==> config.mk <==
export PLATFORM = sky130hd
export DESIGN_NAME = double_ended_queue
export DESIGN_NICKNAME = d
export VERILOG_FILES = /design/src/hw/rtl/deq_pkg.sv /design/src/hw/rtl/deq_front.sv /design/src/hw/rtl/deq_cmd_fifo.sv /design/src/hw/rtl/deq_back.sv /design/src/hw/rtl/double_ended_queue.sv
export SDC_FILE = /design/constraint.sdc
export NUM_CORES = 1
export LEC_CHECK = 0
export BUFFER_PORTS_ARGS = -buffer_cell sky130_fd_sc_hd__buf_2
export CAP_MARGIN = 10
export CORE_MARGIN = 10
export CORE_UTILIZATION = 25
export DETAILED_ROUTE_END_ITERATION = 16
export GPL_TIMING_DRIVEN = 1
export MAX_ROUTING_LAYER = met4
export SLEW_MARGIN = 40
export SYNTH_ARGS = -nofsm -noshare
export SYNTH_HDL_FRONTEND = slang
export SYNTH_SLANG_ARGS = --single-unit
==> constraint.sdc <==
create_clock -name clk_i -period 3.84 [get_ports clk_i]
set_clock_uncertainty 0.15 [all_clocks]
set_input_delay 0.384 -clock clk_i [delete_from_list [all_inputs] [get_ports clk_i]]
set_output_delay 0.384 -clock clk_i [all_outputs]
set_load 0.01 [all_outputs]
==> src/hw/rtl/deq_pkg.sv <==
package deq_pkg;

  // Sizes
  localparam int unsigned DEPTH_DEF       = 16;
  localparam int unsigned CMD_QUEUE_DEPTH = 2;
  localparam int unsigned WORD_W          = 32;
  localparam int unsigned CMD_W           = 3;
  localparam int unsigned STATUS_W        = 2;

  // Command codes on the input port
  localparam logic [CMD_W-1:0] CMD_PUSH_FRONT = 3'd0;
  localparam logic [CMD_W-1:0] CMD_PUSH_BACK  = 3'd1;
  localparam logic [CMD_W-1:0] CMD_POP_FRONT  = 3'd2;
  localparam logic [CMD_W-1:0] CMD_POP_BACK   = 3'd3;
  localparam logic [CMD_W-1:0] CMD_LIST       = 3'd4;

  // Result status codes
  localparam logic [STATUS_W-1:0] ST_OK    = 2'd0;
  localparam logic [STATUS_W-1:0] ST_EMPTY = 2'd1;
  localparam logic [STATUS_W-1:0] ST_FULL  = 2'd2;

  // Decoded operation
  typedef enum logic [2:0] {
    OP_PUSH_FRONT,
    OP_PUSH_BACK,
    OP_POP_FRONT,
    OP_POP_BACK,
    OP_LIST
  } op_e;

  // Back-end sequencer states
  typedef enum logic {
    BK_IDLE,
    BK_LIST
  } back_state_e;

  // One queued command
  typedef struct packed {
    op_e                      op;
    logic signed [WORD_W-1:0] value;
  } cmd_t;

  // One result transaction
  typedef struct packed {
    logic                       strobe;
    logic [STATUS_W-1:0]        status;
    logic signed [WORD_W-1:0]   value;
    logic                       last;
  } result_t;

endpackage

==> src/hw/rtl/deq_front.sv <==
module deq_front (
  input  logic                                    start_i,
  input  logic [deq_pkg::CMD_W-1:0]               command_i,
  input  logic signed [deq_pkg::WORD_W-1:0]       value_in_i,
  input  logic                                    full_i,
  output logic                                    busy_o,
  output logic                                    push_o,
  output deq_pkg::cmd_t                           entry_o
);

  logic          known;
  deq_pkg::op_e  op;

  // Decode the command; unknown codes are accepted and dropped
  always_comb begin
    known = 1'b1;
    op    = deq_pkg::OP_PUSH_FRONT;
    case (command_i)
      deq_pkg::CMD_PUSH_FRONT: op = deq_pkg::OP_PUSH_FRONT;
      deq_pkg::CMD_PUSH_BACK:  op = deq_pkg::OP_PUSH_BACK;
      deq_pkg::CMD_POP_FRONT:  op = deq_pkg::OP_POP_FRONT;
      deq_pkg::CMD_POP_BACK:   op = deq_pkg::OP_POP_BACK;
      deq_pkg::CMD_LIST:       op = deq_pkg::OP_LIST;
      default:                 known = 1'b0;
    endcase
  end

  assign busy_o         = full_i;
  assign push_o         = start_i && !full_i && known;
  assign entry_o.op     = op;
  assign entry_o.value  = value_in_i;

endmodule

==> src/hw/rtl/deq_cmd_fifo.sv <==
module deq_cmd_fifo #(
  parameter int unsigned DEPTH = deq_pkg::CMD_QUEUE_DEPTH
) (
  input  logic          clk_i,
  input  logic          rst_ni,
  input  logic          push_i,
  input  deq_pkg::cmd_t entry_i,
  input  logic          pop_i,
  output logic          valid_o,
  output logic          full_o,
  output deq_pkg::cmd_t head_o
);

  localparam int unsigned PtrW = (DEPTH > 1) ? $clog2(DEPTH) : 1;
  localparam int unsigned CntW = $clog2(DEPTH + 1);

  deq_pkg::cmd_t      slot_q [DEPTH];
  logic [PtrW-1:0]    wr_ptr_q, wr_ptr_d;
  logic [PtrW-1:0]    rd_ptr_q, rd_ptr_d;
  logic [CntW-1:0]    cnt_q, cnt_d;
  logic               do_push, do_pop;

  assign valid_o = (cnt_q != '0);
  assign full_o  = (cnt_q == CntW'(DEPTH));
  assign head_o  = slot_q[rd_ptr_q];
  assign do_push = push_i && !full_o;
  assign do_pop  = pop_i && valid_o;

  // Pointer and fill tracking
  always_comb begin
    wr_ptr_d = wr_ptr_q;
    rd_ptr_d = rd_ptr_q;
    cnt_d    = cnt_q;
    if (do_push) begin
      wr_ptr_d = (wr_ptr_q == PtrW'(DEPTH - 1)) ? '0 : wr_ptr_q + 1'b1;
    end
    if (do_pop) begin
      rd_ptr_d = (rd_ptr_q == PtrW'(DEPTH - 1)) ? '0 : rd_ptr_q + 1'b1;
    end
    if (do_push && !do_pop) begin
      cnt_d = cnt_q + 1'b1;
    end else if (do_pop && !do_push) begin
      cnt_d = cnt_q - 1'b1;
    end
  end

  always_ff @(posedge clk_i or negedge rst_ni) begin
    if (!rst_ni) begin
      wr_ptr_q <= '0;
      rd_ptr_q <= '0;
      cnt_q    <= '0;
    end else begin
      wr_ptr_q <= wr_ptr_d;
      rd_ptr_q <= rd_ptr_d;
      cnt_q    <= cnt_d;
    end
  end

  // Entry storage, no reset needed
  always_ff @(posedge clk_i) begin
    if (do_push) begin
      slot_q[wr_ptr_q] <= entry_i;
    end
  end

endmodule

==> src/hw/rtl/deq_back.sv <==
module deq_back #(
  parameter int unsigned DEPTH = deq_pkg::DEPTH_DEF
) (
  input  logic             clk_i,
  input  logic             rst_ni,
  input  logic             valid_i,
  input  deq_pkg::cmd_t    entry_i,
  output logic             pop_o,
  output deq_pkg::result_t result_o
);

  localparam int unsigned PtrW = $clog2(DEPTH);
  localparam int unsigned CntW = $clog2(DEPTH + 1);
  localparam logic [PtrW:0] DepthW = (PtrW + 1)'(DEPTH);

  // Ring store
  logic signed [deq_pkg::WORD_W-1:0] mem [DEPTH];
  logic signed [deq_pkg::WORD_W-1:0] rdata_q;

  logic [PtrW-1:0]        front_q, front_d;
  logic [CntW-1:0]        count_q, count_d;
  logic [PtrW-1:0]        idx_q, idx_d;
  deq_pkg::back_state_e   state_q, state_d;
  logic                   rd_pend_q, rd_last_q, rd_last_d;

  logic                   take, full, empty;
  logic                   we, re;
  logic [PtrW-1:0]        waddr, raddr;
  logic                   imm;
  logic [deq_pkg::STATUS_W-1:0] imm_status;
  deq_pkg::result_t       res_q, res_d;

  // Position a + b modulo DEPTH, both operands below DEPTH
  function automatic logic [PtrW-1:0] wrap_add(input logic [PtrW-1:0] a,
                                               input logic [PtrW-1:0] b);
    logic [PtrW:0] sum;
    sum = {1'b0, a} + {1'b0, b};
    if (sum >= DepthW) begin
      sum = sum - DepthW;
    end
    return sum[PtrW-1:0];
  endfunction

  assign full  = (count_q == CntW'(DEPTH));
  assign empty = (count_q == '0);
  assign take  = (state_q == deq_pkg::BK_IDLE) && !rd_pend_q && valid_i;
  assign pop_o = take;

  // Command execution
  always_comb begin
    state_d    = state_q;
    front_d    = front_q;
    count_d    = count_q;
    idx_d      = idx_q;
    we         = 1'b0;
    waddr      = front_q;
    re         = 1'b0;
    raddr      = front_q;
    rd_last_d  = 1'b1;
    imm        = 1'b0;
    imm_status = deq_pkg::ST_OK;
    case (state_q)
      deq_pkg::BK_IDLE: begin
        if (take) begin
          case (entry_i.op)
            deq_pkg::OP_PUSH_FRONT: begin
              imm = 1'b1;
              if (full) begin
                imm_status = deq_pkg::ST_FULL;
              end else begin
                front_d = (front_q == '0) ? PtrW'(DEPTH - 1) : front_q - 1'b1;
                we      = 1'b1;
                waddr   = front_d;
                count_d = count_q + 1'b1;
              end
            end
            deq_pkg::OP_PUSH_BACK: begin
              imm = 1'b1;
              if (full) begin
                imm_status = deq_pkg::ST_FULL;
              end else begin
                we      = 1'b1;
                waddr   = wrap_add(front_q, count_q[PtrW-1:0]);
                count_d = count_q + 1'b1;
              end
            end
            deq_pkg::OP_POP_FRONT: begin
              if (empty) begin
                imm        = 1'b1;
                imm_status = deq_pkg::ST_EMPTY;
              end else begin
                re      = 1'b1;
                raddr   = front_q;
                front_d = wrap_add(front_q, PtrW'(1));
                count_d = count_q - 1'b1;
              end
            end
            deq_pkg::OP_POP_BACK: begin
              if (empty) begin
                imm        = 1'b1;
                imm_status = deq_pkg::ST_EMPTY;
              end else begin
                re      = 1'b1;
                raddr   = wrap_add(front_q, PtrW'(count_q - 1'b1));
                count_d = count_q - 1'b1;
              end
            end
            deq_pkg::OP_LIST: begin
              if (empty) begin
                imm        = 1'b1;
                imm_status = deq_pkg::ST_EMPTY;
              end else begin
                state_d = deq_pkg::BK_LIST;
                idx_d   = '0;
              end
            end
            default: ;
          endcase
        end
      end
      deq_pkg::BK_LIST: begin
        // One store read per cycle, front to back
        re        = 1'b1;
        raddr     = wrap_add(front_q, idx_q);
        rd_last_d = ((CntW'(idx_q) + 1'b1) == count_q);
        idx_d     = idx_q + 1'b1;
        if (rd_last_d) begin
          state_d = deq_pkg::BK_IDLE;
        end
      end
      default: state_d = deq_pkg::BK_IDLE;
    endcase
  end

  // Result register: store read data or an immediate status
  always_comb begin
    res_d        = res_q;
    res_d.strobe = 1'b0;
    if (rd_pend_q) begin
      res_d.strobe = 1'b1;
      res_d.status = deq_pkg::ST_OK;
      res_d.value  = rdata_q;
      res_d.last   = rd_last_q;
    end else if (imm) begin
      res_d.strobe = 1'b1;
      res_d.status = imm_status;
      res_d.value  = '0;
      res_d.last   = 1'b1;
    end
  end

  always_ff @(posedge clk_i or negedge rst_ni) begin
    if (!rst_ni) begin
      state_q      <= deq_pkg::BK_IDLE;
      front_q      <= '0;
      count_q      <= '0;
      idx_q        <= '0;
      rd_pend_q    <= 1'b0;
      rd_last_q    <= 1'b0;
      res_q        <= '0;
    end else begin
      state_q      <= state_d;
      front_q      <= front_d;
      count_q      <= count_d;
      idx_q        <= idx_d;
      rd_pend_q    <= re;
      rd_last_q    <= rd_last_d;
      res_q        <= res_d;
    end
  end

  // Store write and registered read
  always_ff @(posedge clk_i) begin
    if (we) begin
      mem[waddr] <= entry_i.value;
    end
    if (re) begin
      rdata_q <= mem[raddr];
    end
  end

  assign result_o = res_q;

endmodule

==> src/hw/rtl/double_ended_queue.sv <==
// Channel   Direction  Handshake              Payload
// command   in         start high, busy low   command_i, value_in_i
// result    out        strobe, one cycle      status_o, value_out_o, last_o
//
// A push, or any full or empty result, is registered once into the result
// register; a pop result also passes through the registered ring store read.
// A list of N entries strobes N results on consecutive cycles.
// The back end takes one command per cycle for pushes, while the command queue
// holds one; after a pop or a list it waits until the store reads are done. A
// two-entry command queue buffers the front. Reset leaves the queue empty; busy
// is high while that command queue is full. The receiver cannot stall.
module double_ended_queue #(
  parameter int unsigned DEPTH = deq_pkg::DEPTH_DEF
) (
  input  logic                                     clk_i,
  input  logic                                     rst_ni,
  input  logic                                     start,
  output logic                                     busy,
  input  logic [deq_pkg::CMD_W-1:0]                command_i,
  input  logic signed [deq_pkg::WORD_W-1:0]        value_in_i,
  output logic                                     strobe,
  output logic [deq_pkg::STATUS_W-1:0]             status_o,
  output logic signed [deq_pkg::WORD_W-1:0]        value_out_o,
  output logic                                     last_o
);

  logic             push, full, valid, pop;
  deq_pkg::cmd_t    entry, head;
  deq_pkg::result_t result;

  deq_front u_front (
    .start_i    (start),
    .command_i  (command_i),
    .value_in_i (value_in_i),
    .full_i     (full),
    .busy_o     (busy),
    .push_o     (push),
    .entry_o    (entry)
  );

  deq_cmd_fifo #(
    .DEPTH (deq_pkg::CMD_QUEUE_DEPTH)
  ) u_fifo (
    .clk_i   (clk_i),
    .rst_ni  (rst_ni),
    .push_i  (push),
    .entry_i (entry),
    .pop_i   (pop),
    .valid_o (valid),
    .full_o  (full),
    .head_o  (head)
  );

  deq_back #(
    .DEPTH (DEPTH)
  ) u_back (
    .clk_i    (clk_i),
    .rst_ni   (rst_ni),
    .valid_i  (valid),
    .entry_i  (head),
    .pop_o    (pop),
    .result_o (result)
  );

  assign strobe      = result.strobe;
  assign status_o    = result.status;
  assign value_out_o = result.value;
  assign last_o      = result.last;

endmodule

==> impl_metrics.csv <==
group,metric,value,unit
placed_design,gp_congestion,0.7793,
drt,antenna_left,0,
die,dieArea,124600,µm²
final_layout,nFillCells,10860,
placed_design,dp_slack,0.3187,ns
global_routing,track_usage,11.74,%
drt,wl,73410,µm
worst_setup_path,crit_fanout,36,
pwr,peakVddDrop,1070,µV
clock_network,cts_max_level,3,
global_routing,grt_pass1_wl,109500,µm
final_layout,seqCellArea,19840,µm²
final_layout,final_nets,2042,
clock_network,clock-sinks,670,
clock_network,cts_resized,0,
worst_setup_path,path_cells,"inv_1 > ha_1 > or4b_1 > o2111ai_4 > mux2i_4 > buf_12 > buf_4 > a21boi_0 > o32ai_1 > o32a_1 > o211ai_1",
drt,drtIter0Drc,1192,
final_layout,multi_input_area,7363,µm²
clock_network,cts_setup_buffers,0,
timing,rsz0062_at_grt,"false",
worst_setup_path,critPathBufInv,3,
yosys,synth_top_area_share,66.50,%
timing,fin_crit_sh,91.46,%
worst_setup_path,cp_top_family,"compound AO/OA/AOI/OAI gates",
die,fp.dieH,353.0,µm
min_path,worstHoldPathType,"input port to register",
yosys,synth_area_leaders,"edfxtp_1 67%, dfrtp_1 5.1%, mux2_2 2.7%",
yosys,ys_types,71,
worst_setup_path,worstSetupPathType,"register to register",
worst_setup_path,start_kind,"register",
final_layout,finalInstanceArea,33090,µm²
yosys,synth_fp_nets,1921,
yosys,ys_ff_latch,670,
yosys,syn_avg_cell_area,14.87,µm²
drt,routed_via_density,4.729,
timing,fmax,284.7,MHz
final_layout,stdcell_count,3529,
global_routing,grt_max_degree,80,
worst_setup_path,crit_path_end_kind,"register",
yosys,synth-edff-count,614,
die,dieWidth,353.0,µm
yosys,seq_area_frac_synth,71.56,%
pwr,power.density,895.7,nW/µm²
timing,whs,0.03763,ns
yosys,synth_area_leader_cell,"edfxtp_1",
worst_setup_path,slowest_delay,0.61,ns
final_layout,antenna_cells,0,
placed_design,placedInstanceArea,30520,µm²
die,rows,122,
placed_design,dp_hpwl,41980,µm
drt,wl_per_cell,20.80,µm
worst_setup_path,arrival,3.70,ns
die,start_util,25.12,%
run,max_cap_viol_count,0,
global_routing,grt_overflow_total,0,
drt,firstDrtPassIters,5,
drt,num_vias,16690,
yosys,ys.flop_type,"edfxtp_1",
timing,fin_ws,0.3278,ns
die,ios,75,
global_routing,antenna_found_initial,1,
clock_network,max-clock-path-buffers,3,
placed_design,port-buffer-count,74,
pwr,total_power,29.64,mW
timing,slew_headroom,48.10,%
yosys,synthArstFlopShare,8.358,%
pwr,p_leak,11.07,nW
timing,slew_viol_final,0,
clock_network,path_clk_slew,0.06,ns
global_routing,grt_pass1_vias,16430,
clock_network,hold_buffers,37,
yosys,synth_area,27730,µm²
timing,hold_viol,0,
clock_network,cts_tree,"yes",
final_layout,drive_gt1_share,19.40,%
timing,tightestPinTransition,0.7784,ns
clock_network,cts-root-buf,"clkbuf_16",
yosys,netlist_instances,1864,
placed_design,placed_cells,3362,
timing,fin_crit,3.512,ns
final_layout,area_growth,19.34,%
yosys,yosysWarningCount,0,
worst_setup_path,cp_slowest_cell,"or4b_1",
timing,final.setup.tns,0,ns
run_status,status,"finished, final reports clean",
timing,setup_viol,0,
die,coreArea,110400,µm²
drt,drc,0,
clock_network,numCtsBuffers,72,
final_layout,final_util,29.98,%
clock_network,clk_latency,0.61,ns
worst_setup_path,required,4.03,ns
## Yosys cell counts, drive strengths merged, types with 38 or more instances
library cell,instances
edfxtp,614
nand2,158
a21oi,114
clkbuf,100
and3,97
o21ai,77
mux2,68
a211oi,64
a21boi,64
o211ai,64
dfrtp,56
buf,48
nor2,38
## cell type report
cell class	count	share of cell area, %
Multi-Input combinational cell	1032	22.25
Clock buffer	94	5.850
Clock inverter	36	0.7714
Inverter	14	0.1588
Timing Repair Buffer	195	5.373
Tap cell	1488	5.627
Sequential cell	670	59.97
## placed cells by master, fill, tap and decap left out, types with 14 or more instances in the layout
| cell | count |
|---|---|
| edfxtp_1 | 614 |
| nand2_1 | 156 |
| a21oi_1 | 113 |
| and3_1 | 97 |
| clkbuf_16 | 73 |
| buf_2 | 73 |
| mux2_2 | 66 |
| a211oi_1 | 64 |
| a21boi_0 | 64 |
| dfrtp_1 | 54 |
| o21ai_0 | 52 |
| buf_4 | 52 |
| nor3_1 | 37 |
| dlygate4sd3_1 | 37 |
| o211ai_1 | 34 |
| o32ai_1 | 33 |
| a22o_1 | 32 |
| a311o_1 | 32 |
| o32a_1 | 32 |
| buf_12 | 32 |
| o211ai_2 | 30 |
| o21ai_1 | 24 |
| nor2_4 | 20 |
| nor2_1 | 18 |
| clkbuf_1 | 18 |
| ha_1 | 16 |
| inv_1 | 14 |
## sequential cells by signal, indices dropped and copies added (netlist names), 2 cells and up
register and flops:
u_back.idx_q 4, u_fifo.cnt_q 2, u_back.result_o 36, u_back.front_q 4, u_fifo.slot_q 70, u_back.count_q 5, u_back.rdata_q 32, u_back.mem 512
## worst min-delay path, delay by kind of cell
| family | cells | cell delay (ns) |
|---|---|---|
| and+or+nand+nor | 1 | 0.18 |
| buffers and inverters | 1 | 0.10 |
| xor gates and xnor gates | 1 | 0.09 |
## layer usage
metal	global-route usage, %	vias to the layer above	wire length, µm	part of all wire, %
li1	-	7601	-	-
met1	14.91	8554	31840	43
met2	19.32	419	36170	49
met3	2.027	113	3877	5.3
met4	2.989	0	1516	2.1
met5	-	-	0	0
## logic make-up after synthesis
| logic type | after synthesis | share of synthesized area (%) |
|---|---|---|
| fa+ha+maj | 19 | 0.9387 |
| simple gates | 376 | 6.693 |
| buf+inv | 162 | 2.617 |
| mux | 75 | 3.042 |
| xor+xnor | 23 | 0.7266 |
| compound gates | 539 | 14.43 |
| flops | 670 | 71.56 |
## power breakdown
part           switching, mW  internal [mW]
Sequential             0.445           9.64
Combinational           8.30           4.81
Clock                   2.80           3.64
Total                   11.5           18.1
## worst paths after layout
path	from	to	slack, ns	cells past startpoint
max reg2reg	u_back.count_q[0]	u_back.rdata_q[23]	0.33	11
max in group asynchronous	rst_ni	u_fifo.rd_ptr_q	2.87	2
min in group asynchronous	rst_ni	u_back.result_o[3]	0.21	2
min	start	u_fifo.wr_ptr_q	0.04	3
max	u_back.count_q[0]	u_back.rdata_q[23]	0.33	11
min reg2reg	u_back.rdata_q[8]	u_back.result_o[9]	0.30	2
Note: power is estimated with default switching activity, not from simulation.
